[src/rtl/msa_pkg.sv]
// Shared types, codes and constants for the motion session statistics block.
// No dependencies; imported by the controller, the datapath and the top level.
package msa_pkg;

	localparam int SUM_WIDTH = 48;
	localparam int CNT_W     = 6;

	localparam logic [1:0] KIND_SAMPLE = 2'd0;
	localparam logic [1:0] KIND_START  = 2'd1;
	localparam logic [1:0] KIND_STOP   = 2'd2;

	localparam logic [1:0] PH_NEUTRAL  = 2'd0;
	localparam logic [1:0] PH_SEEK_MAX = 2'd1;
	localparam logic [1:0] PH_SEEK_MIN = 2'd2;

	localparam logic [1:0] CFG_JERK  = 2'd0;
	localparam logic [1:0] CFG_HYST  = 2'd1;
	localparam logic [1:0] CFG_TOL   = 2'd2;
	localparam logic [1:0] CFG_SPEED = 2'd3;

	localparam logic [23:0] JERK_RST  = 24'd8000;
	localparam logic [14:0] HYST_RST  = 15'd640;
	localparam logic [14:0] TOL_RST   = 15'd192;
	localparam logic [15:0] SPEED_RST = 16'd160;

	typedef struct packed {
		logic       capture;
		logic       sq_acc;
		logic       sq_first;
		logic [1:0] sq_sel;
		logic       root_init;
		logic       root_step;
		logic       mul_lo;
		logic       mul_hi;
		logic       update;
		logic       div_init;
		logic       div_step;
		logic       out_load;
	} msa_cmd_t;

endpackage

[src/rtl/msa_ctrl.sv]
// Sequencer for the statistics datapath: handshakes and step commands.
// Depends on msa_pkg.
module msa_ctrl (
	input  logic              clk,
	input  logic              arst_n,
	input  logic              in_valid,
	output logic              in_stall,
	output logic              out_valid,
	input  logic              out_stall,
	output msa_pkg::msa_cmd_t cmd
);
	import msa_pkg::*;

	localparam logic [3:0] ST_IDLE  = 4'd0;
	localparam logic [3:0] ST_SQ    = 4'd1;
	localparam logic [3:0] ST_RINIT = 4'd2;
	localparam logic [3:0] ST_ROOT  = 4'd3;
	localparam logic [3:0] ST_MUL0  = 4'd4;
	localparam logic [3:0] ST_MUL1  = 4'd5;
	localparam logic [3:0] ST_UPD   = 4'd6;
	localparam logic [3:0] ST_DINIT = 4'd7;
	localparam logic [3:0] ST_DIV   = 4'd8;
	localparam logic [3:0] ST_DONE  = 4'd9;

	logic [3:0]       state_q, state_n;
	logic [CNT_W-1:0] cnt_q, cnt_n;
	logic             out_valid_q;
	logic             can_load;

	assign in_stall  = (state_q != ST_IDLE);
	assign out_valid = out_valid_q;
	assign can_load  = !out_valid_q || !out_stall;

	always_comb begin
		cmd     = '0;
		state_n = state_q;
		cnt_n   = cnt_q;
		case (state_q)
			ST_IDLE: begin
				if (in_valid) begin
					cmd.capture = 1'b1;
					state_n     = ST_SQ;
					cnt_n       = '0;
				end
			end
			ST_SQ: begin
				cmd.sq_acc   = 1'b1;
				cmd.sq_first = (cnt_q == '0);
				cmd.sq_sel   = cnt_q[1:0];
				cnt_n        = cnt_q + 1'b1;
				if (cnt_q == CNT_W'(2)) state_n = ST_RINIT;
			end
			ST_RINIT: begin
				cmd.root_init = 1'b1;
				cnt_n         = '0;
				state_n       = ST_ROOT;
			end
			ST_ROOT: begin
				cmd.root_step = 1'b1;
				cnt_n         = cnt_q + 1'b1;
				if (cnt_q == CNT_W'(15)) state_n = ST_MUL0;
			end
			ST_MUL0: begin
				cmd.mul_lo = 1'b1;
				state_n    = ST_MUL1;
			end
			ST_MUL1: begin
				cmd.mul_hi = 1'b1;
				state_n    = ST_UPD;
			end
			ST_UPD: begin
				cmd.update = 1'b1;
				state_n    = ST_DINIT;
			end
			ST_DINIT: begin
				cmd.div_init = 1'b1;
				cnt_n        = '0;
				state_n      = ST_DIV;
			end
			ST_DIV: begin
				cmd.div_step = 1'b1;
				cnt_n        = cnt_q + 1'b1;
				if (cnt_q == CNT_W'(SUM_WIDTH - 1)) state_n = ST_DONE;
			end
			ST_DONE: begin
				if (can_load) begin
					cmd.out_load = 1'b1;
					state_n      = ST_IDLE;
				end
			end
			default: state_n = ST_IDLE;
		endcase
	end

	always_ff @(posedge clk or negedge arst_n) begin
		if (!arst_n) begin
			state_q     <= ST_IDLE;
			cnt_q       <= '0;
			out_valid_q <= 1'b0;
		end else begin
			state_q <= state_n;
			cnt_q   <= cnt_n;
			if (cmd.out_load) out_valid_q <= 1'b1;
			else if (!out_stall) out_valid_q <= 1'b0;
		end
	end

endmodule

[src/rtl/msa_dp.sv]
// Datapath: session state, config registers, square root, divider, result register.
// Depends on msa_pkg; driven by msa_ctrl commands.
module msa_dp (
	input  logic              clk,
	input  logic              arst_n,
	input  msa_pkg::msa_cmd_t cmd,
	input  logic              cfg_we,
	input  logic [1:0]        cfg_index,
	input  logic [23:0]       cfg_data,
	input  logic [1:0]        kind,
	input  logic [31:0]       timestamp_ms,
	input  logic              sample_fresh,
	input  logic [14:0]       roll_angle,
	input  logic [15:0]       rate_x,
	input  logic [15:0]       rate_y,
	input  logic [15:0]       rate_z,
	output logic              session_on,
	output logic              sample_taken,
	output logic [14:0]       angle_min,
	output logic [14:0]       angle_max,
	output logic [14:0]       amplitude,
	output logic [15:0]       mean_speed,
	output logic [9:0]        smoothness_tenths,
	output logic [15:0]       flexion_total,
	output logic [15:0]       tremor_total,
	output logic [31:0]       holding_ms
);
	import msa_pkg::*;

	localparam logic [SUM_WIDTH-1:0] SUM_MAX = '1;

	// config
	logic [23:0] jerk_q;
	logic [14:0] hyst_q, tol_q;
	logic [15:0] slim_q;

	// captured item
	logic [1:0]         kind_q;
	logic [31:0]        ts_q;
	logic               fresh_q;
	logic signed [14:0] ang_q;
	logic signed [15:0] rx_q, ry_q, rz_q;

	// session state
	logic                 active_q, seen_q;
	logic [31:0]          last_q, total_q, hold_q;
	logic signed [14:0]   min_q, max_q, ext_q;
	logic [SUM_WIDTH-1:0] sum_q;
	logic [15:0]          prev_q, spike_q, flex_q;
	logic [1:0]           phase_q;

	// work registers
	logic [31:0]          acc_q, rad_q;
	logic [16:0]          rem_q;
	logic [15:0]          root_q;
	logic [39:0]          plo_q;
	logic [55:0]          prod_q;
	logic                 taken_q;
	logic [SUM_WIDTH-1:0] divq_q;
	logic [31:0]          drem_q;

	// squares
	logic signed [15:0] rsel;
	logic signed [31:0] sq;
	always_comb begin
		case (cmd.sq_sel)
			2'd0:    rsel = rx_q;
			2'd1:    rsel = ry_q;
			default: rsel = rz_q;
		endcase
		sq = rsel * rsel;
	end

	// root step
	logic [18:0] r_sh, r_trial, r_diff;
	logic        r_ge;
	assign r_sh    = {rem_q, rad_q[31:30]};
	assign r_trial = {1'b0, root_q, 2'b01};
	assign r_ge    = (r_sh >= r_trial);
	assign r_diff  = r_sh - r_trial;

	// divider step
	logic [32:0] d_sh, d_diff;
	logic        d_ge;
	assign d_sh   = {drem_q, divq_q[SUM_WIDTH-1]};
	assign d_ge   = (d_sh >= {1'b0, total_q});
	assign d_diff = d_sh - {1'b0, total_q};

	// upper half of the threshold product, kept at full width
	logic [39:0] phi;
	assign phi = 40'(jerk_q) * 40'(dt[31:16]);

	// sample update
	logic [31:0]          dt;
	logic                 take;
	logic signed [16:0]   ang_x, ext_x, hyst_x, diff;
	logic [16:0]          diff_abs;
	logic signed [14:0]   min_n, max_n, ext_n;
	logic [1:0]           phase_n;
	logic [15:0]          flex_n, spike_n, dv;
	logic [SUM_WIDTH:0]   sum_add;
	logic [SUM_WIDTH-1:0] sum_n;
	logic [31:0]          total_n, hold_n;
	logic [32:0]          hold_add;
	logic [25:0]          dvk;
	logic                 flex_hit;

	assign dt   = ts_q - last_q;
	assign take = (kind_q == KIND_SAMPLE) && active_q && fresh_q && (dt != 32'd0);

	always_comb begin
		ang_x  = {{2{ang_q[14]}}, ang_q};
		ext_x  = {{2{ext_q[14]}}, ext_q};
		hyst_x = {2'b00, hyst_q};
		min_n  = (!seen_q || ang_q < min_q) ? ang_q : min_q;
		max_n  = (!seen_q || ang_q > max_q) ? ang_q : max_q;

		sum_add = {1'b0, sum_q} + {{(SUM_WIDTH - 15){1'b0}}, root_q};
		if (total_q == '1) begin
			sum_n   = sum_q;
			total_n = total_q;
		end else begin
			sum_n   = sum_add[SUM_WIDTH] ? SUM_MAX : sum_add[SUM_WIDTH-1:0];
			total_n = total_q + 32'd1;
		end

		dv      = (root_q >= prev_q) ? root_q - prev_q : prev_q - root_q;
		dvk     = {10'd0, dv} * 26'd1000;
		spike_n = spike_q;
		if ({30'd0, dvk} > prod_q && spike_q != 16'hFFFF) spike_n = spike_q + 16'd1;

		ext_n    = ext_q;
		phase_n  = phase_q;
		flex_hit = 1'b0;
		case (phase_q)
			PH_SEEK_MAX: begin
				if (ang_q > ext_q) ext_n = ang_q;
				else if (ang_x < ext_x - hyst_x) begin
					flex_hit = 1'b1;
					ext_n    = ang_q;
					phase_n  = PH_SEEK_MIN;
				end
			end
			PH_SEEK_MIN: begin
				if (ang_q < ext_q) ext_n = ang_q;
				else if (ang_x > ext_x + hyst_x) begin
					flex_hit = 1'b1;
					ext_n    = ang_q;
					phase_n  = PH_SEEK_MAX;
				end
			end
			default: begin
				ext_n   = ang_q;
				phase_n = PH_SEEK_MAX;
			end
		endcase
		flex_n = (flex_hit && flex_q != 16'hFFFF) ? flex_q + 16'd1 : flex_q;

		diff     = ang_x - {{2{ext_n[14]}}, ext_n};
		diff_abs = diff[16] ? 17'(-diff) : 17'(diff);
		hold_add = {1'b0, hold_q} + {1'b0, dt};
		hold_n   = hold_q;
		if (diff_abs <= {2'b00, tol_q} && root_q <= slim_q)
			hold_n = hold_add[32] ? 32'hFFFF_FFFF : hold_add[31:0];
	end

	// result formatting
	logic signed [14:0] mn, mx;
	logic [19:0]        s15;
	assign mn  = seen_q ? min_q : 15'sd0;
	assign mx  = seen_q ? max_q : 15'sd0;
	assign s15 = {4'd0, spike_q} * 20'd15;

	always_ff @(posedge clk or negedge arst_n) begin
		if (!arst_n) begin
			jerk_q   <= JERK_RST;
			hyst_q   <= HYST_RST;
			tol_q    <= TOL_RST;
			slim_q   <= SPEED_RST;
			active_q <= 1'b0;
			seen_q   <= 1'b0;
			last_q   <= '0;
			total_q  <= '0;
			hold_q   <= '0;
			min_q    <= '0;
			max_q    <= '0;
			ext_q    <= '0;
			sum_q    <= '0;
			prev_q   <= '0;
			spike_q  <= '0;
			flex_q   <= '0;
			phase_q  <= PH_NEUTRAL;
		end else begin
			if (cfg_we) begin
				case (cfg_index)
					CFG_JERK: jerk_q <= cfg_data;
					CFG_HYST: hyst_q <= cfg_data[14:0];
					CFG_TOL:  tol_q  <= cfg_data[14:0];
					default:  slim_q <= cfg_data[15:0];
				endcase
			end
			if (cmd.update) begin
				if (kind_q == KIND_START) begin
					active_q <= 1'b1;
					last_q   <= ts_q;
					seen_q   <= 1'b0;
					total_q  <= '0;
					hold_q   <= '0;
					min_q    <= '0;
					max_q    <= '0;
					ext_q    <= '0;
					sum_q    <= '0;
					prev_q   <= '0;
					spike_q  <= '0;
					flex_q   <= '0;
					phase_q  <= PH_NEUTRAL;
				end else if (kind_q == KIND_STOP) begin
					active_q <= 1'b0;
				end else if (take) begin
					last_q  <= ts_q;
					seen_q  <= 1'b1;
					min_q   <= min_n;
					max_q   <= max_n;
					sum_q   <= sum_n;
					total_q <= total_n;
					prev_q  <= root_q;
					spike_q <= spike_n;
					ext_q   <= ext_n;
					phase_q <= phase_n;
					flex_q  <= flex_n;
					hold_q  <= hold_n;
				end
			end
		end
	end

	always_ff @(posedge clk) begin
		if (cmd.capture) begin
			kind_q  <= kind;
			ts_q    <= timestamp_ms;
			fresh_q <= sample_fresh;
			ang_q   <= roll_angle;
			rx_q    <= rate_x;
			ry_q    <= rate_y;
			rz_q    <= rate_z;
		end
		if (cmd.sq_acc) acc_q <= cmd.sq_first ? sq : acc_q + sq;
		if (cmd.root_init) begin
			rad_q  <= acc_q;
			rem_q  <= '0;
			root_q <= '0;
		end else if (cmd.root_step) begin
			rad_q  <= {rad_q[29:0], 2'b00};
			rem_q  <= r_ge ? r_diff[16:0] : r_sh[16:0];
			root_q <= {root_q[14:0], r_ge};
		end
		if (cmd.mul_lo) plo_q <= jerk_q * dt[15:0];
		if (cmd.mul_hi) prod_q <= {16'd0, plo_q} + {phi, 16'd0};
		if (cmd.update) taken_q <= take;
		if (cmd.div_init) begin
			divq_q <= sum_q;
			drem_q <= '0;
		end else if (cmd.div_step) begin
			drem_q <= d_ge ? d_diff[31:0] : d_sh[31:0];
			divq_q <= {divq_q[SUM_WIDTH-2:0], d_ge};
		end
		if (cmd.out_load) begin
			session_on        <= active_q;
			sample_taken      <= taken_q;
			angle_min         <= mn;
			angle_max         <= mx;
			amplitude         <= 15'(mx - mn);
			if (total_q == '0) mean_speed <= '0;
			else if (|divq_q[SUM_WIDTH-1:16]) mean_speed <= 16'hFFFF;
			else mean_speed <= divq_q[15:0];
			smoothness_tenths <= (s15 >= 20'd1000) ? 10'd0 : 10'(20'd1000 - s15);
			flexion_total     <= flex_q;
			tremor_total      <= spike_q;
			holding_ms        <= hold_q;
		end
	end

endmodule

[src/rtl/motion_session_analytics.sv]
// Top level of the motion session statistics block.
// Depends on msa_pkg, msa_ctrl and msa_dp.
//
// Input channel: in_valid/in_stall carry one beat per item (start session,
// stop session or motion sample). Output channel: out_valid/out_stall carry
// one statistics snapshot beat per input beat, in order.
// Each item is worked in steps after acceptance: three squarings through
// one 16x16 multiplier, one setup and sixteen steps of the bit-pair square
// root, the 24x32 threshold product computed in two halves, an update,
// then one setup and 48 steps of the restoring divider for the mean speed,
// and a load of the result register. The divider takes the most steps.
// A new item is taken once the previous one has reached the result register,
// so the block works on one item at a time.
// When the receiver stalls, the snapshot holds in the result register and the
// next item is still accepted and worked; it waits at the end until the
// register frees up.
// Reset clears the session and all statistics and loads the register
// defaults; configuration writes go through cfg_we/cfg_index/cfg_data and
// are meant only while the block is idle.
module motion_session_analytics (
	input  logic        clk,
	input  logic        arst_n,
	input  logic        in_valid,
	output logic        in_stall,
	input  logic [1:0]  kind,
	input  logic [31:0] timestamp_ms,
	input  logic        sample_fresh,
	input  logic [14:0] roll_angle,
	input  logic [15:0] rate_x,
	input  logic [15:0] rate_y,
	input  logic [15:0] rate_z,
	output logic        out_valid,
	input  logic        out_stall,
	output logic        session_on,
	output logic        sample_taken,
	output logic [14:0] angle_min,
	output logic [14:0] angle_max,
	output logic [14:0] amplitude,
	output logic [15:0] mean_speed,
	output logic [9:0]  smoothness_tenths,
	output logic [15:0] flexion_total,
	output logic [15:0] tremor_total,
	output logic [31:0] holding_ms,
	input  logic        cfg_we,
	input  logic [1:0]  cfg_index,
	input  logic [23:0] cfg_data
);
	import msa_pkg::*;

	// step commands from the sequencer to the datapath
	msa_cmd_t cmd;

	// sequencer: handshakes, step counting, result register valid
	msa_ctrl u_ctrl (
		.clk       (clk),
		.arst_n    (arst_n),
		.in_valid  (in_valid),
		.in_stall  (in_stall),
		.out_valid (out_valid),
		.out_stall (out_stall),
		.cmd       (cmd)
	);

	// datapath: capture, arithmetic units, session state, snapshot
	msa_dp u_dp (
		.clk               (clk),
		.arst_n            (arst_n),
		.cmd               (cmd),
		.cfg_we            (cfg_we),
		.cfg_index         (cfg_index),
		.cfg_data          (cfg_data),
		.kind              (kind),
		.timestamp_ms      (timestamp_ms),
		.sample_fresh      (sample_fresh),
		.roll_angle        (roll_angle),
		.rate_x            (rate_x),
		.rate_y            (rate_y),
		.rate_z            (rate_z),
		.session_on        (session_on),
		.sample_taken      (sample_taken),
		.angle_min         (angle_min),
		.angle_max         (angle_max),
		.amplitude         (amplitude),
		.mean_speed        (mean_speed),
		.smoothness_tenths (smoothness_tenths),
		.flexion_total     (flexion_total),
		.tremor_total      (tremor_total),
		.holding_ms        (holding_ms)
	);

endmodule
[config.mk]
export PLATFORM = sky130hd
export DESIGN_NAME = motion_session_analytics
export DESIGN_NICKNAME = d
export VERILOG_FILES = /design/src/rtl/msa_pkg.sv /design/src/rtl/msa_ctrl.sv /design/src/rtl/msa_dp.sv /design/src/rtl/motion_session_analytics.sv
export SDC_FILE = /design/constraint.sdc
export NUM_CORES = 2
export LEC_CHECK = 0
export BUFFER_PORTS_ARGS = -buffer_cell sky130_fd_sc_hd__buf_4
export CAP_MARGIN = 20
export CORE_MARGIN = 5
export CORE_UTILIZATION = 50
export CTS_CLUSTER_SIZE = 14
export DETAILED_ROUTE_END_ITERATION = 10
export PLACE_DENSITY = 0.79
export REMOVE_ABC_BUFFERS = 1
export SETUP_SLACK_MARGIN = 0.5
export SYNTH_ARGS = -nofsm -noshare
export SYNTH_HDL_FRONTEND = slang
export SYNTH_SLANG_ARGS = --single-unit
[constraint.sdc]
create_clock -name clk -period 11.2 [get_ports clk]
set_input_delay 0.56 -clock clk [delete_from_list [all_inputs] [get_ports clk]]
set_output_delay 0.56 -clock clk [all_outputs]
set_load 0.005 [all_outputs]
[Word level (Yosys, flattened, before mapping)]
Index checks and enable logic that the tools add are counted.
Operators by class
  $add $sub $neg: 19
  multiply operators: 5
  magnitude comparators: 13
  equal/unequal tests: 34
  muxes and demuxes: 97
  bitwise logic cells: 1
  reduce and logical (&&, ||, !) cells: 49
Operator list (number)
  32-bit 2-to-1 mux: 16
  48-bit 2-to-1 mux: 7
  15-bit 2-to-1 mux: 17
  16-bit 2-to-1 mux: 13
  24-bit by 16-bit multiplier with 40-bit output: 2
  32-bit subtractor: 2
  40-bit by 56-bit adder with 56-bit output: 1
  26-bit by 56-bit > comparator with 1-bit output: 1
  48-bit by 16-bit adder with 49-bit output: 1
  4-bit case mux with 10 select lines: 1
  17-bit 2-to-1 mux: 2
  32-bit by 32-bit adder with 33-bit output: 1
  33-bit by 32-bit >= comparator with 1-bit output: 1
  16-bit by 1-bit adder with 16-bit output, second input constant: 2
  32-bit by 1-bit adder with 32-bit output, second input constant: 1
  32-bit adder: 1
  32-bit == test, second input constant: 1
  32-bit zero test: 1
  16-bit by 16-bit multiplier with 32-bit output: 1
  16-bit != test, second input constant: 2
  16-bit case mux with 2 select lines: 1
  32-bit nonzero test: 1
  32-bit OR reduction: 1
  16-bit subtractor: 2
  57 further kinds: 139
Storage, ports and cells
  bits in registers: 831
  input port bits: 129
  output and inout bits: 139
  logic and storage cells: 264

[Longest topological paths before layout]
  word-level depth: 14
  depth in mapped cells: 51
  gate-level depth less buffers: 49

[Hierarchy]
A second synthesis with hierarchy kept.
Second synthesis, totals
  cell total of the unflattened synthesis: 8895
  area total of the unflattened synthesis: 85789.8 µm²
By module, submodules not included
  msa_dp: instances 1, cells each 8811, area each 84974.0 µm², sequential area each 22431.5 µm²
  msa_ctrl: instances 1, cells each 84, area each 815.8 µm², sequential area each 275.3 µm²

[Worst setup path before layout]
OpenSTA, ideal clock, no wires.
  path kind: register to register
  start: register u_ctrl.state_q[2]
  end: register u_dp.acc_q[31], data pin
  library setup time: 259 ps
  arrival time: 10342 ps
  data required time: 10941 ps
  setup slack: 599 ps
  stages on the path, launching flop included: 43
  buffers on the path: 4
  clock period less this slack: 10601 ps
  cells stage by stage: dfrtp_1 clkbuf_1 nor2_1 nand2_1 inv_1 clkbuf_1 buf_1 nand3_1 a21oi_1 a221o_1 inv_1 clkbuf_1 nor2_1 fa_1 fa_1 inv_1 fa_1 inv_1 (+7 left out) a21boi_0 a21oi_1 a21oi_1 a22o_1 o41a_1 a21o_1 a21oi_1 xnor2_1 ha_1 and3_1 and3_1 a211oi_1 nor3_1 a311oi_1 xor2_1 nor2_1 xnor2_1 xnor2_1
Between the ends
  cells in the longest elaborated chain, start to end: 7
  elaborated cells between the ends (all ways): 8
  those cells by class: add/sub (1); mul (1); eq/ne (2); mux (3); reduce/logical (1)
Ends and longest elaborated chain
  start: declaration: RTL line msa_ctrl.sv:25  | logic [3:0] state_q, state_n;
  start signal: assignment: RTL line msa_ctrl.sv:101  | state_q <= state_n;
  4-bit by 1-bit == test with 1-bit output *: RTL line msa_ctrl.sv:38  | case (state_q)
  4-bit 2-to-1 mux *: RTL line msa_ctrl.sv:38
  2-bit by 1-bit == test with 1-bit output / 2-bit zero test (equally long branches): RTL line msa_dp.sv:66  | case (cmd.sq_sel)
  16-bit case mux with 2 select lines: RTL line msa_dp.sv:66
  16-bit by 16-bit multiplier with 32-bit output: RTL line msa_dp.sv:71  | sq = rsel * rsel;
  32-bit adder: RTL line msa_dp.sv:247  | if (cmd.sq_acc) acc_q <= cmd.sq_first ? sq : acc_q + sq;
  32-bit 2-to-1 mux *: RTL line msa_dp.sv:247
  end signal: assignment: RTL line msa_dp.sv:247
  end: declaration: RTL line msa_dp.sv:53  | logic [31:0] acc_q, rad_q;
Every way passes the cells marked *; elsewhere a longest branch is shown, timed or not.
A chain may end at the register's enable or synchronous reset.

[Worst setup path after layout]
  start: register u_dp.hyst_q[1]
  end: register u_dp.hold_q[8]
Between the ends
  cells in the longest elaborated chain, start to end: 12
  elaborated cells between the ends (all ways): 16
  those cells by class: add/sub (4); order compare (3); mux (6); reduce/logical (3)
Ends and longest elaborated chain
  start: declaration: RTL line msa_dp.sv:34  | logic [14:0] hyst_q, tol_q;
  start signal: assignment: RTL line msa_dp.sv:197  | CFG_HYST: hyst_q <= cfg_data[14:0];
  15-bit by 16-bit adder with 17-bit output / 15-bit by 16-bit subtractor with 17-bit output (equally long branches): RTL line msa_dp.sv:146, msa_dp.sv:138
  15-bit by 17-bit > comparator with 1-bit output / 15-bit by 17-bit < comparator with 1-bit output (equally long branches): RTL line msa_dp.sv:146, msa_dp.sv:138
  15-bit 2-to-1 mux (on tied branches): RTL line msa_dp.sv:146, msa_dp.sv:138
  15-bit 2-to-1 mux (on tied branches): RTL line msa_dp.sv:145, msa_dp.sv:137
  15-bit case mux with 2 select lines *: RTL line msa_dp.sv:135  | case (phase_q)
  15-bit by 15-bit subtractor with 16-bit output *: RTL line msa_dp.sv:159  | diff = ang_x - {{2{ext_n[14]}}, ext_n};
  17-bit negation: RTL line msa_dp.sv:160  | diff_abs = diff[16] ? 17'(-diff) : 17'(diff);
  17-bit 2-to-1 mux *: RTL line msa_dp.sv:160
  17-bit by 15-bit <= comparator with 1-bit output *: RTL line msa_dp.sv:163  | if (diff_abs <= {2'b00, tol_q} && root_q <= slim_q)
  1-bit logical AND *: RTL line msa_dp.sv:163
  2-bit nonzero test (no source line) *
  4-bit AND reduction (no source line) *
  end signal: assignment: RTL line msa_dp.sv:231  | hold_q <= hold_n;
  end: declaration: RTL line msa_dp.sv:46  | logic [31:0] last_q, total_q, hold_q;
Marks and branches as above.

==> impl_results.md <==
- Routed length per instance: 19.8 um
- Clock Skew: ~0.076 ns
- Clk sink count: 831
- CP Max Fanout: 15
- Most frequent cell after synthesis: inv_1
- DRC viols: 0
- Critical Path RT: 11.86 ns
- WHS: 0.0611 ns
- Hold Crit Start: cfg_data[18]
- Most used routing layer: met2
- CTS buffer count: 97
- RSZ-0062 raised after global routing: true
- Layout net count: 11170
- Pre-Repair DR Iteration Count: 6
- Number of flops mapped to enable cells by yosys: 444
- CP delay by family, top: compound AO/OA/AOI/OAI gates
- Met2 usage: 42.9%
- Die Width: 424 um
- Slowest CP cell: or4b_2
- Max_cap viols: 0
- Yosys reg bits: around 830
- Non-filler cells, final: around 12000
- Row cnt: roughly 150
- Setup violations, final: 0
- Dpl cells: 11272
- Port Buffers: between 200 and 300
- Startpoint types: flop
- Main synth FF type: edfxtp_1
- DIE AREA: approximately 180000 um^2
- GRT Util Overall: about a quarter
- Dpl hpwl: 174 mm
- HP Class: input pin to flop
- Yosys top cell area share: 22.0%
- Kind of critical path: flop to flop
- Pin count of the biggest net entering global routing: 75
- Slew Viols, Final: 0
- Initial drt markers: 5192
- WP data arrival: between 10 and 15 ns
- Reg-to-Reg End: u_dp.hold_q[8]
- CP Capture Type: flop
- Mean number of vias per cell: 5.79
- Status: completed
- Io pins: 268
- H-tree Lvls: 3
- Min Tclk post-route: 10.28 ns
- Synthesized area per cell: 9.57 um^2
- Final instance area: roughly 96000 um^2
- Core Region: ~170000 um^2
- Initial core utilization: around half
- R2R setup slack: 0.92 ns
- Fin crit share: between 90 and 100%
- M1 GR Usage: 32.0%
- Ys async rst share: 38.7%
- CTS tree: built
- Top post-synthesis cells by count: inv_1, nand2_1, fa_1
- Area after DPL: 90600 um^2
- GRT overflow: 0
- Worst path max stage delay: around 0.62 ns
- Worst path bufs/invs: 4
- Hold Path Stages: 2
- Slew HR: 21.5%
- Die Ht: roughly 420 um
- Slew @ Worst Pin: approximately 1.2 ns
- FMAX: 97.3 MHz
- Syn Inst Count: 8968
- FF-to-FF path depth: 47
- Area grow syn2layout: 11.8%
- Initial antenna violation count: 4
- Hold Path End: u_dp.jerk_q[18]
- CTS clk-pin slew, worst paths: approximately 0.060 ns
- Distinct cells, synth: 97
- GP Congestion: slightly above 0.9
- Most area-hungry cell type in the Yosys netlist: fa_1
- Worst r2r src: u_dp.hyst_q[1]
- Root buffer selected by CTS: clkbuf_16
- Share of layout cells above drive strength 1: 9.89%
- Yosys warns: 0
- Final hold violations: 0
- Clk Latency, worst-skew pair: 0.77 ns
- Number of global-route vias before repair: 70757
- Grt met3 use: 4.77%
- Total negative setup slack: 0 ns
- Post-route ant nets: 0
- Largest cells by area after synthesis: fa_1, edfxtp_1, ha_1
- CTS max path bufs: 3
- Seq/Total Area, Yosys: 26.5%
- Global-route wire length before repair: 371 mm
- WL final: about 230 mm
- Netlist Area Pre-Place: 85800 um^2
- Vias post-DR: 67125
through the flow:
| stage | utilization (%) | setup WS (ns) |
|---|---|---|
| CTS | 55.6 | 0.500 |
| finish | 56.0 | 0.922 |
| detailed placement | 52.9 | 0.258 |
| floorplan | - | 0.527 |
| global route | 56.0 | 0.408 |
| global placement | 52.9 | 0.627 |
how the worst max path moves through the flow:
| stage | to | from | slack (ns) | depth (start not counted) |
|---|---|---|---|---|
| 2_1_floorplan | u_dp.acc_q[31] | u_ctrl.state_q[0] | 0.53 | 38 |
| 3_3_place_gp | u_dp.spike_q[9] | u_dp.root_q[7] | 0.63 | 38 |
| 3_5_place_dp | u_dp.spike_q[3] | u_dp.root_q[0] | 0.26 | 41 |
| 4_1_cts | u_dp.hold_q[8] | u_dp.hyst_q[1] | 0.50 | 50 |
| 5_1_grt | u_dp.prod_q[54] | u_dp.ts_q[6] | 0.41 | 39 |
| 6_report | u_dp.hold_q[8] | u_dp.hyst_q[1] | 0.92 | 47 |
layout by cell type (no fill, tap or decap), types with 238 or more instances in the layout:
| cell type | netlist | routed |
|---|---|---|
| buf_4 | 3 | 419 |
| inv_1 | 1344 | 1338 |
| nor2_1 | 458 | 451 |
| a21oi_1 | 399 | 387 |
| xnor2_1 | 274 | 257 |
| o21ai_0 | 354 | 348 |
| and2_1 | 239 | 238 |
| dfrtp_1 | 310 | 308 |
| ha_1 | 817 | 814 |
| edfxtp_1 | 444 | 444 |
| fa_1 | 945 | 944 |
| nand2_1 | 1117 | 1117 |
timing repair:
action / CTS / global route
hold endpoints to repair: 149 / 0
hold buffers: 99 / 0
pin swaps: 2 / 16
setup buffers: 2 / 31
setup endpoints to repair: 51 / 68
gates cloned: 0 / 4
gates resized for setup: 13 / 78
sequential cells by signal (all words and copies together) (netlist names), 17 cells and up:
signal           count
u_dp.acc_q          32
u_dp.divq_q         48
u_dp.drem_q         32
u_dp.hold_q         32
u_dp.holding_ms     32
u_dp.jerk_q         24
u_dp.last_q         32
u_dp.plo_q          40
u_dp.prod_q         56
u_dp.rad_q          32
u_dp.rem_q          17
u_dp.sum_q          48
u_dp.total_q        32
u_dp.ts_q           32
per-layer routing:
| layer | vias to the layer above | part of all wire, % |
|---|---|---|
| met3 | 630 | 8.0 |
| met2 | 2657 | 48 |
| li1 | 30485 | - |
| met4 | 4 | 4.8 |
| met1 | 33349 | 40 |
| met5 | - | 0.011 |
worst reg2reg max path: cells and delay by family (launching register included):
kind,cells,cell delay [ns]
adders and majority gates,4,1.21
and+or+nand+nor,9,2.07
AOI/OAI and AO/OA,27,5.05
DFF,1,0.40
buffers and inverters,4,0.69
xor gates and xnor gates,1,0.14
muxes,2,0.65
cell families (layout without fill, tap and decap cells):
logic type                 Yosys count  after routing  synth area share [%]
xor gates and xnor gates           394            394                  4.02
other                                0              1                     0
DFF                                831            831                  26.5
adders and majority gates         1762           1762                  34.0
AOI/OAI and AO/OA                 1539           1539                  11.7
and+or+nand+nor                   2566           2566                  13.9
buffers and inverters             1675           2071                  7.38
muxes                              201            201                  2.57
cell type report:
class | count | area (um^2)
Sequential cell | 831 | 22700
Clock buffer | 124 | 2670
Timing Repair Buffer | 533 | 4410
Multi-Input combinational cell | 6462 | 57400
Fill cell | 14483 | 75300
Tap cell | 2233 | 2790
Clock inverter | 60 | 786
Antenna cell | 1 | 2.50
Inverter | 1353 | 5100
Timing Repair inverter | 1 | 7.51
Power is not shown: default switching activity piles up to over one toggle a cycle in this logic, so the estimate is an artifact.
